--- config.mk ---
export PLATFORM = sky130hd
export DESIGN_NAME = rf_remote_pulse_encoder_flat
export DESIGN_NICKNAME = d
export VERILOG_FILES = /design/src/design/rpe_pkg.sv /design/src/design/rpe_if.sv /design/src/design/rpe_front.sv /design/src/design/rpe_fifo.sv /design/src/design/rpe_dur.sv /design/src/design/rpe_back.sv /design/src/design/rf_remote_pulse_encoder.sv /design/src/flat_wrapper.sv
export SDC_FILE = /design/constraint.sdc
export NUM_CORES = 2
export LEC_CHECK = 0
export ABC_AREA = 1
export BUFFER_PORTS_ARGS = -buffer_cell sky130_fd_sc_hd__buf_4
export CAP_MARGIN = 20
export CORE_MARGIN = 1
export CORE_UTILIZATION = 45
export CTS_CLUSTER_DIAMETER = 100
export DETAILED_ROUTE_END_ITERATION = 8
export HOLD_SLACK_MARGIN = 0.03
export SLEW_MARGIN = 10
export SYNTH_ARGS = -nofsm -noshare
export SYNTH_HDL_FRONTEND = slang
export SYNTH_SLANG_ARGS = --single-unit
--- constraint.sdc ---
create_clock -name i_clk -period 11.2 [get_ports i_clk]
set_clock_uncertainty 0.1 [all_clocks]
set_input_delay 1.68 -clock i_clk [delete_from_list [all_inputs] [get_ports i_clk]]
set_output_delay 1.68 -clock i_clk [all_outputs]
set_load 0.01 [all_outputs]
--- src/design/rpe_pkg.sv ---
package rpe_pkg;

    localparam int LEN_W     = 16;
    localparam int DUR_W     = 20;
    localparam int CFG_W     = 20;
    localparam int CFG_IDX_W = 2;

    localparam int QUEUE_DEPTH_DEF = 4;

    // code modes
    localparam logic [1:0] MODE_MANCHESTER = 2'd0;
    localparam logic [1:0] MODE_RCO        = 2'd1;
    localparam logic [1:0] MODE_TORMATIC   = 2'd2;
    localparam logic [1:0] MODE_WOFI       = 2'd3;

    // commands
    localparam logic [1:0] CMD_START   = 2'd0;
    localparam logic [1:0] CMD_SYMBOL  = 2'd1;
    localparam logic [1:0] CMD_END     = 2'd2;
    localparam logic [1:0] CMD_UNKNOWN = 2'd3;

    // symbols
    localparam logic [1:0] SYM_ZERO    = 2'd0;
    localparam logic [1:0] SYM_ONE     = 2'd1;
    localparam logic [1:0] SYM_SYNC_LO = 2'd2;
    localparam logic [1:0] SYM_SYNC_HI = 2'd3;

    // configuration register indexes
    localparam logic [CFG_IDX_W-1:0] CFG_CODE_MODE   = 2'd0;
    localparam logic [CFG_IDX_W-1:0] CFG_BIT_LENGTH  = 2'd1;
    localparam logic [CFG_IDX_W-1:0] CFG_SYNC_LENGTH = 2'd2;
    localparam logic [CFG_IDX_W-1:0] CFG_REPEAT_GAP  = 2'd3;

    localparam logic [LEN_W-1:0] BIT_LENGTH_RST = 16'd1000;

    // reciprocal division: q = (x * floor(2^S / d)) >> S, then one correction step
    localparam int DIV_X_W   = 21;
    localparam int DIV_SHIFT = 24;
    localparam int MUL_W     = DIV_X_W + DIV_SHIFT;
    localparam logic [DIV_SHIFT-1:0] RECIP_3  = DIV_SHIFT'((1 << DIV_SHIFT) / 3);
    localparam logic [DIV_SHIFT-1:0] RECIP_19 = DIV_SHIFT'((1 << DIV_SHIFT) / 19);
    localparam logic [DIV_SHIFT-1:0] RECIP_27 = DIV_SHIFT'((1 << DIV_SHIFT) / 27);
    localparam logic [DIV_X_W-1:0] DIV_3  = 21'd3;
    localparam logic [DIV_X_W-1:0] DIV_19 = 21'd19;
    localparam logic [DIV_X_W-1:0] DIV_27 = 21'd27;

    // duration selectors
    typedef logic [3:0] t_dsel;
    localparam t_dsel DS_ZERO   = 4'd0;
    localparam t_dsel DS_SYNC   = 4'd1;
    localparam t_dsel DS_GAP    = 4'd2;
    localparam t_dsel DS_HALF   = 4'd3;
    localparam t_dsel DS_QTR    = 4'd4;
    localparam t_dsel DS_QTR3   = 4'd5;
    localparam t_dsel DS_THIRD  = 4'd6;
    localparam t_dsel DS_THIRD2 = 4'd7;
    localparam t_dsel DS_W5     = 4'd8;
    localparam t_dsel DS_W20    = 4'd9;

    // one classified input: up to three segments
    typedef struct packed {
        logic [1:0]  cnt;
        logic [2:0]  lvl;
        t_dsel [2:0] sel;
    } t_job;

    // durations derived from bit_length
    typedef struct packed {
        logic [LEN_W-1:0] half;
        logic [LEN_W-1:0] qtr;
        logic [LEN_W-1:0] qtr3;
        logic [LEN_W-1:0] third;
        logic [LEN_W-1:0] third2;
        logic [LEN_W-1:0] w5;
        logic [LEN_W-1:0] w20;
    } t_durs;

endpackage

--- src/design/rpe_if.sv ---
interface rpe_cmd_if;
    logic       valid;
    logic       ready;
    logic [1:0] command;
    logic [1:0] symbol;
    logic       gap_after;

    modport source(output valid, command, symbol, gap_after, input ready);
    modport sink(input valid, command, symbol, gap_after, output ready);
endinterface

interface rpe_seg_if;
    logic                     valid;
    logic                     ready;
    logic                     level;
    logic [rpe_pkg::DUR_W-1:0] duration;
    logic                     last;

    modport source(output valid, level, duration, last, input ready);
    modport sink(input valid, level, duration, last, output ready);
endinterface

--- src/design/rpe_front.sv ---
module rpe_front (
    input  logic                i_clk,
    input  logic                i_rst_n,
    rpe_cmd_if.sink             i_cmd,
    input  logic [1:0]          i_code_mode,
    input  logic                i_q_ready,
    output logic                o_push,
    output rpe_pkg::t_job       o_job
);

    logic          r_cur_level;
    logic          n_cur_level;
    logic          accept;
    rpe_pkg::t_job job;

    always_comb begin
        job.cnt = 2'd0;
        job.lvl = 3'b000;
        job.sel = {3{rpe_pkg::DS_ZERO}};
        case (i_cmd.command)
            rpe_pkg::CMD_START: begin
                job.cnt    = 2'd1;
                job.sel[0] = (i_code_mode == rpe_pkg::MODE_WOFI) ? rpe_pkg::DS_GAP
                                                                 : rpe_pkg::DS_ZERO;
            end
            rpe_pkg::CMD_SYMBOL: begin
                case (i_code_mode)
                    rpe_pkg::MODE_MANCHESTER: begin
                        case (i_cmd.symbol)
                            rpe_pkg::SYM_SYNC_LO: begin
                                job.cnt    = 2'd1;
                                job.sel[0] = rpe_pkg::DS_SYNC;
                            end
                            rpe_pkg::SYM_SYNC_HI: begin
                                job.cnt    = 2'd1;
                                job.lvl    = 3'b001;
                                job.sel[0] = rpe_pkg::DS_SYNC;
                            end
                            rpe_pkg::SYM_ZERO: begin
                                job.cnt = 2'd2;
                                job.lvl = 3'b001;
                                job.sel = {rpe_pkg::DS_ZERO, rpe_pkg::DS_HALF,
                                           rpe_pkg::DS_HALF};
                            end
                            default: begin
                                job.cnt = 2'd2;
                                job.lvl = 3'b010;
                                job.sel = {rpe_pkg::DS_ZERO, rpe_pkg::DS_HALF,
                                           rpe_pkg::DS_HALF};
                            end
                        endcase
                    end
                    rpe_pkg::MODE_RCO: begin
                        if (i_cmd.symbol == rpe_pkg::SYM_ZERO) begin
                            job.cnt = 2'd2;
                            job.lvl = 3'b001;
                            job.sel = {rpe_pkg::DS_ZERO, rpe_pkg::DS_QTR3, rpe_pkg::DS_QTR};
                        end else if (i_cmd.symbol == rpe_pkg::SYM_ONE) begin
                            job.cnt = 2'd2;
                            job.lvl = 3'b001;
                            job.sel = {rpe_pkg::DS_ZERO, rpe_pkg::DS_QTR, rpe_pkg::DS_QTR3};
                        end
                    end
                    rpe_pkg::MODE_TORMATIC: begin
                        if (i_cmd.symbol == rpe_pkg::SYM_ZERO) begin
                            job.cnt = 2'd2;
                            job.lvl = 3'b001;
                            job.sel = {rpe_pkg::DS_ZERO, rpe_pkg::DS_THIRD2,
                                       rpe_pkg::DS_THIRD};
                        end else if (i_cmd.symbol == rpe_pkg::SYM_ONE) begin
                            job.cnt = 2'd3;
                            job.lvl = 3'b101;
                            job.sel = {rpe_pkg::DS_THIRD, rpe_pkg::DS_THIRD,
                                       rpe_pkg::DS_THIRD};
                        end
                    end
                    default: begin
                        if (i_cmd.symbol == rpe_pkg::SYM_ZERO) begin
                            job.cnt = 2'd2;
                            job.lvl = 3'b001;
                            job.sel = {rpe_pkg::DS_ZERO, rpe_pkg::DS_W20, rpe_pkg::DS_W5};
                        end else if (i_cmd.symbol == rpe_pkg::SYM_ONE) begin
                            job.cnt = 2'd2;
                            job.lvl = 3'b001;
                            job.sel = {rpe_pkg::DS_ZERO, rpe_pkg::DS_W5, rpe_pkg::DS_W20};
                        end
                    end
                endcase
            end
            rpe_pkg::CMD_END: begin
                if (i_code_mode == rpe_pkg::MODE_MANCHESTER) begin
                    // drive low first; a gap then holds that low level
                    job.cnt    = i_cmd.gap_after ? 2'd2 : 2'd1;
                    job.sel[1] = rpe_pkg::DS_GAP;
                end else if (i_cmd.gap_after) begin
                    job.cnt    = 2'd1;
                    job.lvl[0] = r_cur_level;
                    job.sel[0] = rpe_pkg::DS_GAP;
                end
            end
            default: begin
                job.cnt = 2'd0;
            end
        endcase
    end

    assign i_cmd.ready = i_q_ready;
    assign accept      = i_cmd.valid && i_q_ready;
    assign o_push      = accept && (job.cnt != 2'd0);
    assign o_job       = job;

    // track the level of the last segment queued
    always_comb begin
        n_cur_level = r_cur_level;
        if (o_push) begin
            n_cur_level = job.lvl[job.cnt - 2'd1];
        end
    end

    always_ff @(posedge i_clk) begin
        if (!i_rst_n) begin
            r_cur_level <= 1'b0;
        end else begin
            r_cur_level <= n_cur_level;
        end
    end

endmodule

--- src/design/rpe_fifo.sv ---
module rpe_fifo #(
    parameter int DEPTH = rpe_pkg::QUEUE_DEPTH_DEF
) (
    input  logic          i_clk,
    input  logic          i_rst_n,
    input  logic          i_push,
    input  rpe_pkg::t_job i_job,
    output logic          o_ready,
    output logic          o_valid,
    output rpe_pkg::t_job o_job,
    input  logic          i_pop
);

    localparam int IDX_W = $clog2(DEPTH);
    localparam int CNT_W = $clog2(DEPTH + 1);

    rpe_pkg::t_job    r_mem [DEPTH];
    logic [IDX_W-1:0] r_wr;
    logic [IDX_W-1:0] r_rd;
    logic [CNT_W-1:0] r_cnt;
    logic [IDX_W-1:0] n_wr;
    logic [IDX_W-1:0] n_rd;
    logic [CNT_W-1:0] n_cnt;

    assign o_ready = (r_cnt != CNT_W'(DEPTH));
    assign o_valid = (r_cnt != '0);
    assign o_job   = r_mem[r_rd];

    always_comb begin
        n_wr  = r_wr;
        n_rd  = r_rd;
        n_cnt = r_cnt;
        if (i_push) begin
            n_wr = (r_wr == IDX_W'(DEPTH - 1)) ? '0 : r_wr + IDX_W'(1);
        end
        if (i_pop) begin
            n_rd = (r_rd == IDX_W'(DEPTH - 1)) ? '0 : r_rd + IDX_W'(1);
        end
        if (i_push && !i_pop) begin
            n_cnt = r_cnt + CNT_W'(1);
        end else if (!i_push && i_pop) begin
            n_cnt = r_cnt - CNT_W'(1);
        end
    end

    always_ff @(posedge i_clk) begin
        if (i_push) begin
            r_mem[r_wr] <= i_job;
        end
    end

    always_ff @(posedge i_clk) begin
        if (!i_rst_n) begin
            r_wr  <= '0;
            r_rd  <= '0;
            r_cnt <= '0;
        end else begin
            r_wr  <= n_wr;
            r_rd  <= n_rd;
            r_cnt <= n_cnt;
        end
    end

endmodule

--- src/design/rpe_dur.sv ---
module rpe_dur (
    input  logic                       i_clk,
    input  logic [rpe_pkg::LEN_W-1:0]  i_bit_len,
    output rpe_pkg::t_durs             o_durs
);

    localparam int XW = rpe_pkg::DIV_X_W;
    localparam int MW = rpe_pkg::MUL_W;
    localparam int SH = rpe_pkg::DIV_SHIFT;

    logic [XW-1:0] x3;
    logic [XW-1:0] x19;
    logic [XW-1:0] x27;
    logic [MW-1:0] p3;
    logic [MW-1:0] p19;
    logic [MW-1:0] p27;

    logic [XW-1:0] r_x3;
    logic [XW-1:0] r_x19;
    logic [XW-1:0] r_x27;
    logic [XW-1:0] r_q3;
    logic [XW-1:0] r_q19;
    logic [XW-1:0] r_q27;
    logic [rpe_pkg::LEN_W-3:0] r_qtr;
    logic [rpe_pkg::LEN_W-2:0] r_half;

    logic [XW-1:0]  t3;
    rpe_pkg::t_durs r_durs;

    // the estimate is exact or one short: correct with one compare
    function automatic logic [XW-1:0] fix_q(input logic [XW-1:0] x,
                                            input logic [XW-1:0] q0,
                                            input logic [XW-1:0] d);
        logic [XW-1:0] rem;
        rem = x - q0 * d;
        fix_q = (rem >= d) ? q0 + XW'(1) : q0;
    endfunction

    assign x3  = XW'(i_bit_len);
    assign x19 = XW'({i_bit_len, 2'b00}) + XW'(i_bit_len);
    assign x27 = XW'({x19, 2'b00});
    assign p3  = MW'(x3)  * MW'(rpe_pkg::RECIP_3);
    assign p19 = MW'(x19) * MW'(rpe_pkg::RECIP_19);
    assign p27 = MW'(x27) * MW'(rpe_pkg::RECIP_27);

    always_ff @(posedge i_clk) begin
        r_x3   <= x3;
        r_x19  <= x19;
        r_x27  <= x27;
        r_q3   <= p3[SH +: XW];
        r_q19  <= p19[SH +: XW];
        r_q27  <= p27[SH +: XW];
        r_qtr  <= i_bit_len[rpe_pkg::LEN_W-1:2];
        r_half <= i_bit_len[rpe_pkg::LEN_W-1:1];
    end

    assign t3 = fix_q(r_x3, r_q3, rpe_pkg::DIV_3);

    always_ff @(posedge i_clk) begin
        r_durs.half   <= rpe_pkg::LEN_W'(r_half);
        r_durs.qtr    <= rpe_pkg::LEN_W'(r_qtr);
        r_durs.qtr3   <= rpe_pkg::LEN_W'(r_qtr) + rpe_pkg::LEN_W'({r_qtr, 1'b0});
        r_durs.third  <= rpe_pkg::LEN_W'(t3);
        r_durs.third2 <= rpe_pkg::LEN_W'({t3, 1'b0});
        r_durs.w5     <= rpe_pkg::LEN_W'(fix_q(r_x19, r_q19, rpe_pkg::DIV_19));
        r_durs.w20    <= rpe_pkg::LEN_W'(fix_q(r_x27, r_q27, rpe_pkg::DIV_27));
    end

    assign o_durs = r_durs;

endmodule

--- src/design/rpe_back.sv ---
module rpe_back (
    input  logic                       i_clk,
    input  logic                       i_rst_n,
    input  logic                       i_job_valid,
    input  rpe_pkg::t_job              i_job,
    output logic                       o_pop,
    input  rpe_pkg::t_durs             i_durs,
    input  logic [rpe_pkg::LEN_W-1:0]  i_sync,
    input  logic [rpe_pkg::DUR_W-1:0]  i_gap,
    rpe_seg_if.source                  o_seg
);

    logic                      r_valid;
    logic                      r_level;
    logic [rpe_pkg::DUR_W-1:0] r_dur;
    logic                      r_last;
    logic [1:0]                r_idx;
    logic                      n_valid;
    logic [1:0]                n_idx;

    logic                      advance;
    logic                      seg_last;
    rpe_pkg::t_dsel            sel;
    logic [rpe_pkg::DUR_W-1:0] dur;

    assign advance  = i_job_valid && (!r_valid || o_seg.ready);
    assign seg_last = (r_idx == i_job.cnt - 2'd1);
    assign o_pop    = advance && seg_last;
    assign sel      = i_job.sel[r_idx];

    always_comb begin
        case (sel)
            rpe_pkg::DS_ZERO:   dur = '0;
            rpe_pkg::DS_SYNC:   dur = rpe_pkg::DUR_W'(i_sync);
            rpe_pkg::DS_GAP:    dur = i_gap;
            rpe_pkg::DS_HALF:   dur = rpe_pkg::DUR_W'(i_durs.half);
            rpe_pkg::DS_QTR:    dur = rpe_pkg::DUR_W'(i_durs.qtr);
            rpe_pkg::DS_QTR3:   dur = rpe_pkg::DUR_W'(i_durs.qtr3);
            rpe_pkg::DS_THIRD:  dur = rpe_pkg::DUR_W'(i_durs.third);
            rpe_pkg::DS_THIRD2: dur = rpe_pkg::DUR_W'(i_durs.third2);
            rpe_pkg::DS_W5:     dur = rpe_pkg::DUR_W'(i_durs.w5);
            rpe_pkg::DS_W20:    dur = rpe_pkg::DUR_W'(i_durs.w20);
            default:            dur = '0;
        endcase
    end

    always_comb begin
        n_valid = r_valid;
        n_idx   = r_idx;
        if (advance) begin
            n_valid = 1'b1;
            n_idx   = seg_last ? 2'd0 : r_idx + 2'd1;
        end else if (o_seg.ready) begin
            n_valid = 1'b0;
        end
    end

    always_ff @(posedge i_clk) begin
        if (!i_rst_n) begin
            r_valid <= 1'b0;
            r_idx   <= 2'd0;
        end else begin
            r_valid <= n_valid;
            r_idx   <= n_idx;
        end
    end

    // load the next segment into the output register
    always_ff @(posedge i_clk) begin
        if (advance) begin
            r_level <= i_job.lvl[r_idx];
            r_dur   <= dur;
            r_last  <= seg_last;
        end
    end

    assign o_seg.valid    = r_valid;
    assign o_seg.level    = r_level;
    assign o_seg.duration = r_dur;
    assign o_seg.last     = r_last;

`ifndef SYNTHESIS
    a_idx_in_job: assert property (@(posedge i_clk) disable iff (!i_rst_n)
        i_job_valid |-> (r_idx < i_job.cnt))
        else $error("segment index past end of queued job");

    a_job_nonempty: assert property (@(posedge i_clk) disable iff (!i_rst_n)
        i_job_valid |-> (i_job.cnt != 2'd0))
        else $error("queued job carries no segments");

    a_drain: assert property (@(posedge i_clk) disable iff (!i_rst_n)
        (r_valid && o_seg.ready && !advance) |=> !r_valid)
        else $error("output register kept a taken segment");

    a_idx_idle: assert property (@(posedge i_clk) disable iff (!i_rst_n)
        !i_job_valid |-> (r_idx == 2'd0))
        else $error("segment index left mid-job with empty queue");
`endif

endmodule

--- src/design/rf_remote_pulse_encoder.sv ---
// A segment reaches the output through the queue and then the output register.
// Throughput: one segment per cycle while a job is queued and o_seg.ready is high;
// a command gives 0 to 3 segments; commands that give none skip the queue.
// A queue of QUEUE_DEPTH classified commands lets input and output stall independently;
// derived durations follow a bit_length write through the rpe_dur registers.
// Reset (sync, active low) empties queue and output, zeroes the pin level, loads defaults.
module rf_remote_pulse_encoder #(
    parameter int QUEUE_DEPTH = rpe_pkg::QUEUE_DEPTH_DEF
) (
    input  logic                           i_clk,
    input  logic                           i_rst_n,
    input  logic                           i_cfg_we,
    input  logic [rpe_pkg::CFG_IDX_W-1:0]  i_cfg_idx,
    input  logic [rpe_pkg::CFG_W-1:0]      i_cfg_data,
    rpe_cmd_if.sink                        i_cmd,
    rpe_seg_if.source                      o_seg
);

    logic [1:0]                r_code_mode;
    logic [rpe_pkg::LEN_W-1:0] r_bit_len;
    logic [rpe_pkg::LEN_W-1:0] r_sync_len;
    logic [rpe_pkg::DUR_W-1:0] r_repeat_gap;

    logic           q_ready;
    logic           q_push;
    rpe_pkg::t_job  push_job;
    logic           q_valid;
    rpe_pkg::t_job  head_job;
    logic           q_pop;
    rpe_pkg::t_durs durs;

    always_ff @(posedge i_clk) begin
        if (!i_rst_n) begin
            r_code_mode  <= rpe_pkg::MODE_MANCHESTER;
            r_bit_len    <= rpe_pkg::BIT_LENGTH_RST;
            r_sync_len   <= '0;
            r_repeat_gap <= '0;
        end else if (i_cfg_we) begin
            case (i_cfg_idx)
                rpe_pkg::CFG_CODE_MODE:   r_code_mode  <= i_cfg_data[1:0];
                rpe_pkg::CFG_BIT_LENGTH:  r_bit_len    <= i_cfg_data[rpe_pkg::LEN_W-1:0];
                rpe_pkg::CFG_SYNC_LENGTH: r_sync_len   <= i_cfg_data[rpe_pkg::LEN_W-1:0];
                rpe_pkg::CFG_REPEAT_GAP:  r_repeat_gap <= i_cfg_data[rpe_pkg::DUR_W-1:0];
                default: ;
            endcase
        end
    end

    rpe_front u_front (
        .i_clk       (i_clk),
        .i_rst_n     (i_rst_n),
        .i_cmd       (i_cmd),
        .i_code_mode (r_code_mode),
        .i_q_ready   (q_ready),
        .o_push      (q_push),
        .o_job       (push_job)
    );

    rpe_fifo #(
        .DEPTH (QUEUE_DEPTH)
    ) u_fifo (
        .i_clk   (i_clk),
        .i_rst_n (i_rst_n),
        .i_push  (q_push),
        .i_job   (push_job),
        .o_ready (q_ready),
        .o_valid (q_valid),
        .o_job   (head_job),
        .i_pop   (q_pop)
    );

    rpe_dur u_dur (
        .i_clk     (i_clk),
        .i_bit_len (r_bit_len),
        .o_durs    (durs)
    );

    rpe_back u_back (
        .i_clk       (i_clk),
        .i_rst_n     (i_rst_n),
        .i_job_valid (q_valid),
        .i_job       (head_job),
        .o_pop       (q_pop),
        .i_durs      (durs),
        .i_sync      (r_sync_len),
        .i_gap       (r_repeat_gap),
        .o_seg       (o_seg)
    );

endmodule
--- src/flat_wrapper.sv ---
// flat-port wrapper written by rule: the top's interface ports become plain ports
module rf_remote_pulse_encoder_flat 
#(
    parameter int QUEUE_DEPTH = rpe_pkg::QUEUE_DEPTH_DEF
)
  (i_clk, i_rst_n, i_cfg_we, i_cfg_idx, i_cfg_data, i_cmd_valid, i_cmd_command, i_cmd_symbol, i_cmd_gap_after, i_cmd_ready, o_seg_valid, o_seg_level, o_seg_duration, o_seg_last, o_seg_ready);
  rpe_cmd_if i_cmd_i ();
  rpe_seg_if o_seg_i ();
  input  logic i_clk;
  input  logic i_rst_n;
  input  logic i_cfg_we;
  input  logic [rpe_pkg::CFG_IDX_W-1:0] i_cfg_idx;
  input  logic [rpe_pkg::CFG_W-1:0] i_cfg_data;
  input wire logic [$bits(i_cmd_i.valid)-1:0] i_cmd_valid;
  input wire logic [$bits(i_cmd_i.command)-1:0] i_cmd_command;
  input wire logic [$bits(i_cmd_i.symbol)-1:0] i_cmd_symbol;
  input wire logic [$bits(i_cmd_i.gap_after)-1:0] i_cmd_gap_after;
  output wire logic [$bits(i_cmd_i.ready)-1:0] i_cmd_ready;
  output wire logic [$bits(o_seg_i.valid)-1:0] o_seg_valid;
  output wire logic [$bits(o_seg_i.level)-1:0] o_seg_level;
  output wire logic [$bits(o_seg_i.duration)-1:0] o_seg_duration;
  output wire logic [$bits(o_seg_i.last)-1:0] o_seg_last;
  input wire logic [$bits(o_seg_i.ready)-1:0] o_seg_ready;
  assign i_cmd_i.valid = i_cmd_valid;
  assign i_cmd_i.command = i_cmd_command;
  assign i_cmd_i.symbol = i_cmd_symbol;
  assign i_cmd_i.gap_after = i_cmd_gap_after;
  assign i_cmd_ready = i_cmd_i.ready;
  assign o_seg_valid = o_seg_i.valid;
  assign o_seg_level = o_seg_i.level;
  assign o_seg_duration = o_seg_i.duration;
  assign o_seg_last = o_seg_i.last;
  assign o_seg_i.ready = o_seg_ready;
  rf_remote_pulse_encoder #(.QUEUE_DEPTH(QUEUE_DEPTH)) u_core (.i_clk(i_clk), .i_rst_n(i_rst_n), .i_cfg_we(i_cfg_we), .i_cfg_idx(i_cfg_idx), .i_cfg_data(i_cfg_data), .i_cmd(i_cmd_i), .o_seg(o_seg_i));
endmodule
Word-level counts from Yosys, hierarchy flattened:

Memory sizes are Yosys's and may differ from the RTL's. A register that Yosys moved wholly into a read port is not among the register bits.
Index checks and enable logic that the tools add are counted.

* register bits: 329
* memories kept: 1
* RAM bits: 68
* bits of input ports: 32
* output and inout bits: 24
* word-level logic and storage cells: 150

* equal/unequal tests: 24
* magnitude comparators: 5
* reductions and logical operators: 24
* muxes and demuxes: 47
* add/subtract/negate cells: 15
* multipliers: 6

Memory list
* u_core.u_fifo.r_mem: words 4, width 17, rd ports 1, clocked after memory_dff 1, wr ports 1, RTL line rpe_fifo.sv:17 `rpe_pkg::t_job r_mem [DEPTH];`

Operators with widths (number)
* $pmux 20 s9: 1
* $mux 17: 6
* $pmux 17 s3: 1
* $mux 16: 3
* $ge 21x5->1 const B: 2
* $mul 17x5->21 const B: 2
* $sub 21x21->21: 2
* $mul 21x20->41 const B: 1
* $mul 16x23->39 const B: 1
* $mul 19x19->38 const B: 1
* $add 16x1->16 const B: 2
* $mux 2: 15
* $ge 21x2->1 const B: 1
* $sub 16x21->21: 1
* $add 18x16->19: 1
* $eq 2x2->1 const B: 9
* $mul 15x2->17 const B: 1
* $add 14x15->16: 1
* $add 15x1->16 const B: 1
* $eq 4x3->1 const B: 4
* $pmux 4 s3: 1
* $mux 1: 9
* $bmux 4 s2: 1
* $eq 2x1->1 const B: 4
* other kinds (25): 50

Logic depth before layout (Yosys ltp):

* depth after elaboration: 11
* gate-level depth with buffers: 34
* depth with buffers taken out: 34

Modules after synthesis:

Synthesis repeated with hierarchy kept, for this count alone.

* cell total of the unflattened synthesis: 4867
* area, all modules: 38476.9 µm²

By module, submodules not included
* rpe_dur: instances 1, cells an instance 3786, area each 30106.4 µm², sequential area each 3163.0 µm²
* rpe_fifo: instances 1, cells an instance 224, area each 3041.7 µm², sequential area each 2222.1 µm²
* rpe_back: instances 1, cells an instance 429, area each 2551.2 µm², sequential area each 720.7 µm²
* rf_remote_pulse_encoder: instances 1, cells an instance 336, area each 2214.6 µm², sequential area each 1081.0 µm²
* rpe_front: instances 1, cells an instance 92, area each 563.0 µm², sequential area each 20.0 µm²

Worst setup path after synthesis:

OpenSTA, ideal clock, no wires.

* path kind: reg-to-reg
* start point: register u_core.r_bit_len[0] (netlist name)
* end point: register u_core.u_dur.r_q19[13]
* slack: 3.720 ns
* setup time: 0.112 ns
* clock period less this slack: 7.480 ns
* data required time: 10.988 ns
* buffers on the path: 0
* cell stages (with the launch flop): 30
* arrival: 7.268 ns
* cell sequence: dfxtp_1 ha_1 inv_1 fa_1 inv_1 a21oi_1 o21ai_0 a21boi_0 xor2_1 inv_1 fa_1 inv_1 ha_1 fa_1 fa_1 fa_1 inv_1 fa_1 inv_1 ha_1 a21oi_1 o21ai_0 a21oi_1 nand3_1 a21oi_1 inv_1 nand2_1 nand2_1 nand2_1 nand2_1

* longest elaborated chain between the ends: 2

Ends and longest elaborated chain
* start, declared: RTL line rf_remote_pulse_encoder.sv:20 `logic [rpe_pkg::LEN_W-1:0] r_bit_len;`
* start signal, assigned: RTL line rf_remote_pulse_encoder.sv:35 `r_bit_len <= rpe_pkg::BIT_LENGTH_RST;`
* start signal, assigned: RTL line rf_remote_pulse_encoder.sv:41 `rpe_pkg::CFG_BIT_LENGTH: r_bit_len <= i_cfg_data[rpe_pkg::LEN_W-1:0];`
* $add 18x16->19: RTL line rpe_dur.sv:40 `assign x19 = XW'({i_bit_len, 2'b00}) + XW'(i_bit_len);`
* via u_core.u_dur.x19[12]: RTL line rpe_dur.sv:12 `logic [XW-1:0] x19;`
* $mul 21x20->41: RTL line rpe_dur.sv:43 `assign p19 = MW'(x19) * MW'(rpe_pkg::RECIP_19);`
* via u_core.u_dur.p19[37]: RTL line rpe_dur.sv:15 `logic [MW-1:0] p19;`
* end signal, assigned: RTL line rpe_dur.sv:51 `r_q19 <= p19[SH +: XW];`
* end, declared: RTL line rpe_dur.sv:22 `logic [XW-1:0] r_q19;`

The timed path passes the listed nets, and every way through them passes these cells.
A chain may end at the register's enable or synchronous reset.

Worst setup path after layout:

* start point: register u_core.r_bit_len[1] (netlist name)
* end point: register u_core.u_dur.r_q27[14]

* longest elaborated chain between the ends: 2

Ends and longest elaborated chain
* $add 18x16->19: RTL line rpe_dur.sv:40
* via u_core.u_dur.x19[14]: RTL line rpe_dur.sv:12
* $mul 19x19->38: RTL line rpe_dur.sv:44 `assign p27 = MW'(x27) * MW'(rpe_pkg::RECIP_27);`
* via u_core.u_dur.p27[38]: RTL line rpe_dur.sv:16 `logic [MW-1:0] p27;`
* end signal, assigned: RTL line rpe_dur.sv:52 `r_q27 <= p27[SH +: XW];`
* end, declared: RTL line rpe_dur.sv:23 `logic [XW-1:0] r_q27;`

The timed path passes the listed nets, and every way through them passes these cells.

==> impl_metrics.sql <==
INSERT INTO impl_metrics (metric_group, metric, value, unit) VALUES
('place', 'detailedPlacementHpwl', '87.4', 'mm'),
('synth', 'synth.yosys.warnings', '0', ''),
('route', 'drt_wl_total', '104', 'mm'),
('global_routing', 'grt.met2_usage', '0.401', ''),
('min_path', 'hp-class', 'reg2reg', ''),
('timing', 'final_critical_path_setup_slack', '3.14', 'ns'),
('critical_path', 'worstSetupEndpointType', 'flop', ''),
('job', 'drv_cap', '0', ''),
('place', 'dpl_cell_area', '39300', 'µm²'),
('floorplan', 'floorplan.io_pins', '56', ''),
('timing', 'setup_viol', '0', ''),
('floorplan', 'die_height', '291', 'µm'),
('timing', 'relSlewSlack', '0.278', ''),
('finish', 'final_layout_size_suffix_gt1_frac', '0.0492', ''),
('critical_path', 'critical_path.startpoint_type', 'flop', ''),
('floorplan', 'start_util', '0.457', ''),
('synth', 'syn_nets', '5739', ''),
('finish', 'layout.area.seq', '6770', 'µm²'),
('synth', 'synth_edf_count', '74', ''),
('clock_network', 'numCtsBuffers', '38', ''),
('clock_network', 'cts-hold-fix-buffers', '0', ''),
('timing', 'rsz0062_at_grt', 'false', ''),
('synth', 'proportion_of_synthesized_chip_area_in_sequential_cells', '0.180', ''),
('timing', 'fin_crit', '8.06', 'ns'),
('critical_path', 'critical_setup_path_class', 'reg2reg', ''),
('critical_path', 'critical_path.slowest_cell', 'sky130_fd_sc_hd__xor2_2', ''),
('synth', 'number_of_standard_cells_after_synthesis', '4725', ''),
('synth', 'synth_largest_type_area_fraction', '0.206', ''),
('critical_path', 'timing.critical_path.fanout_max', '14', ''),
('finish', 'fin_area', '40700', 'µm²'),
('global_routing', 'final_global_route_overflow_total', '0', ''),
('route', 'via_count', '30100', ''),
('place', 'placed_cells', '5820', ''),
('clock_network', 'clock_tree.root_cell', 'sky130_fd_sc_hd__clkbuf_16', ''),
('route', 'ant_nets', '0', ''),
('global_routing', 'grtUsageMet3', '0.0336', ''),
('finish', 'finish.net_count', '5805', ''),
('floorplan', 'floorplan.core_area', '82400', 'µm²'),
('synth', 'average_footprint_of_a_synthesized_cell', '7.96', 'µm²'),
('synth', 'syn-cell-area', '37600', 'µm²'),
('finish', 'final_cell_mix', 'sky130_fd_sc_hd__inv_1 (1027), sky130_fd_sc_hd__nand2_1 (887), sky130_fd_sc_hd__ha_1 (595), sky130_fd_sc_hd__fa_1 (387), sky130_fd_sc_hd__nor2_1 (307)', ''),
('timing', 'finalSetupTns', '0', 'ns'),
('synth', 'synth.distinct_cells', '59', ''),
('place', 'finalWeightedCongestion', '0.924', ''),
('timing', 'max_freq', '124', 'MHz'),
('synth', 'post_synthesis_async_set_or_reset_flop_share', '0', ''),
('finish', 'multiInputGateArea', '26600', 'µm²'),
('synth', 'synth-seq-cells', '301', ''),
('floorplan', 'floorplan.die_area', '84800', 'µm²'),
('finish', 'area_delta_synth_final', '8.05', '%'),
('clock_network', 'post_cts.repair.setup_buffers', '0', ''),
('clock_network', 'cts-resized-gates', '0', ''),
('clock_network', 'cts_tree', 'done', ''),
('route', 'wire_per_inst', '17.6', 'µm'),
('global_routing', 'first_pass_grt_wire_length', '165', 'mm'),
('timing', 'tightestPinTransition', '1.08', 'ns'),
('global_routing', 'first_global_vias', '29800', ''),
('critical_path', 'worst-endpoint-arrival', '8.41', 'ns'),
('finish', 'n_antenna_cell', '0', ''),
('finish', 'most_common_cell_after_layout_fill_and_taps_aside', 'sky130_fd_sc_hd__inv_1', ''),
('global_routing', 'grt_util_all_layers', '0.249', ''),
('clock_network', 'cts-root-to-sink-buffers', '3', ''),
('finish', 'fillCellCount', '8034', ''),
('finish', 'finalNonFillerCells', '5891', ''),
('synth', 'flip_flop_cell_with_the_highest_count_after_synthesis', 'sky130_fd_sc_hd__dfxtp_1', ''),
('clock_network', 'cts_htree_levels', '2', ''),
('run_status', 'result_of_the_run', 'finished clean', ''),
('timing', 'count_of_final_hold_check_violations', '0', ''),
('clock_network', 'clkSlewWorstSetupHoldPaths', '0.07', 'ns'),
('global_routing', 'grt_antenna_before_repair', '2', ''),
('clock_network', 'tritoncts_num_sinks', '301', '');
## cells by family after synthesis
| kind of cell | share of synthesized area |
|---|---|
| xor+xnor | 0.0349 |
| flops | 0.180 |
| compound gates | 0.0813 |
| buf+inv | 0.114 |
| fa+ha+maj | 0.404 |
| simple gates | 0.186 |
## critical path: cells and delay by family (launching register included)
kind | cells | cell delay, ns
compound gates | 8 | 1.64
simple gates | 5 | 0.35
fa+ha+maj | 8 | 3.64
flops | 1 | 0.69
buf+inv | 7 | 0.68
xor+xnor | 1 | 0.82
## through the flow
stage	util	hold WS [ns]
after global placement	0.477	0.294
after detailed placement	0.477	0.296
after floorplan	-	0.259
after global routing	0.494	0.314
final	0.494	0.309
after CTS	0.493	0.306
## layer usage
layer | vias to the layer above | wire, µm
li1 | 15000 | -
met1 | 14200 | 48200
met2 | 718 | 46900
met3 | 145 | 5680
met4 | 0 | 3030
met5 | - | 0
## flip-flops by register name, summed over array words and instances, names as in the netlist, named ones only
register                      cells
u_core.u_dur.r_half              14
u_core.u_dur.r_x19               17
u_core.u_back.r_idx               2
u_core.r_code_mode                2
u_core.r_repeat_gap              20
u_core.r_sync_len                16
u_core.u_fifo.r_cnt               3
u_core.u_fifo.r_wr                2
u_core.u_fifo.r_rd                2
u_core.r_bit_len                 16
u_core.u_dur.o_durs              78
u_core.u_back.o_seg.valid         1
u_core.u_dur.r_q3                15
u_core.u_back.o_seg.level         1
u_core.u_fifo.r_mem              52
u_core.u_back.o_seg.duration     20
u_core.u_dur.r_x3                 2
u_core.u_front.r_cur_level        1
u_core.u_dur.r_q19               17
u_core.u_back.o_seg.last          1
u_core.u_dur.r_q27               17
## synthesized netlist by cell type, types with 9 or more instances
cell                       count
sky130_fd_sc_hd__nor2_2        9
sky130_fd_sc_hd__fa_1        387
sky130_fd_sc_hd__a31oi_1      21
sky130_fd_sc_hd__o21bai_1     13
sky130_fd_sc_hd__nand2_2      13
sky130_fd_sc_hd__buf_2        18
sky130_fd_sc_hd__nor3_1       32
sky130_fd_sc_hd__buf_4        10
sky130_fd_sc_hd__dfxtp_1     227
sky130_fd_sc_hd__edfxtp_1     74
sky130_fd_sc_hd__clkbuf_1     19
sky130_fd_sc_hd__a21oi_1     226
sky130_fd_sc_hd__nand3_1     264
sky130_fd_sc_hd__a21boi_0      9
sky130_fd_sc_hd__nand3b_1     13
sky130_fd_sc_hd__a21o_1       19
sky130_fd_sc_hd__nand4_1      70
sky130_fd_sc_hd__inv_2        25
sky130_fd_sc_hd__xor2_1       99
sky130_fd_sc_hd__o21ai_0     184
sky130_fd_sc_hd__ha_1        595
sky130_fd_sc_hd__o21ai_1      18
sky130_fd_sc_hd__nor2_1      310
sky130_fd_sc_hd__o211ai_1     18
sky130_fd_sc_hd__nand2_1     887
sky130_fd_sc_hd__inv_1      1027
sky130_fd_sc_hd__xnor2_1      49
## final timing paths
kind                                           start                 endpoint  slack (ns)  depth (start not counted)
worst max-delay path             u_core.r_bit_len[1]   u_core.u_dur.r_q27[14]        3.14                         29
worst min-delay path            u_core.r_bit_len[12]  u_core.u_dur.r_half[11]        0.31                          0
worst max register to register   u_core.r_bit_len[1]   u_core.u_dur.r_q27[14]        3.14                         29
worst min register to register  u_core.r_bit_len[12]  u_core.u_dur.r_half[11]        0.31                          0
## cell type report
type	count	share of cell area
sequential	301	0.166
tap	1070	0.0329
timing repair buffer	80	0.0150
inverter	1056	0.0976
clock inverter	20	0.00637
clock buffer	50	0.0267
multi-input combinational	3314	0.655
Power is left out: the tool's default activity adds up to more than one toggle a clock period on the data nets, which glitch-free logic cannot reach.
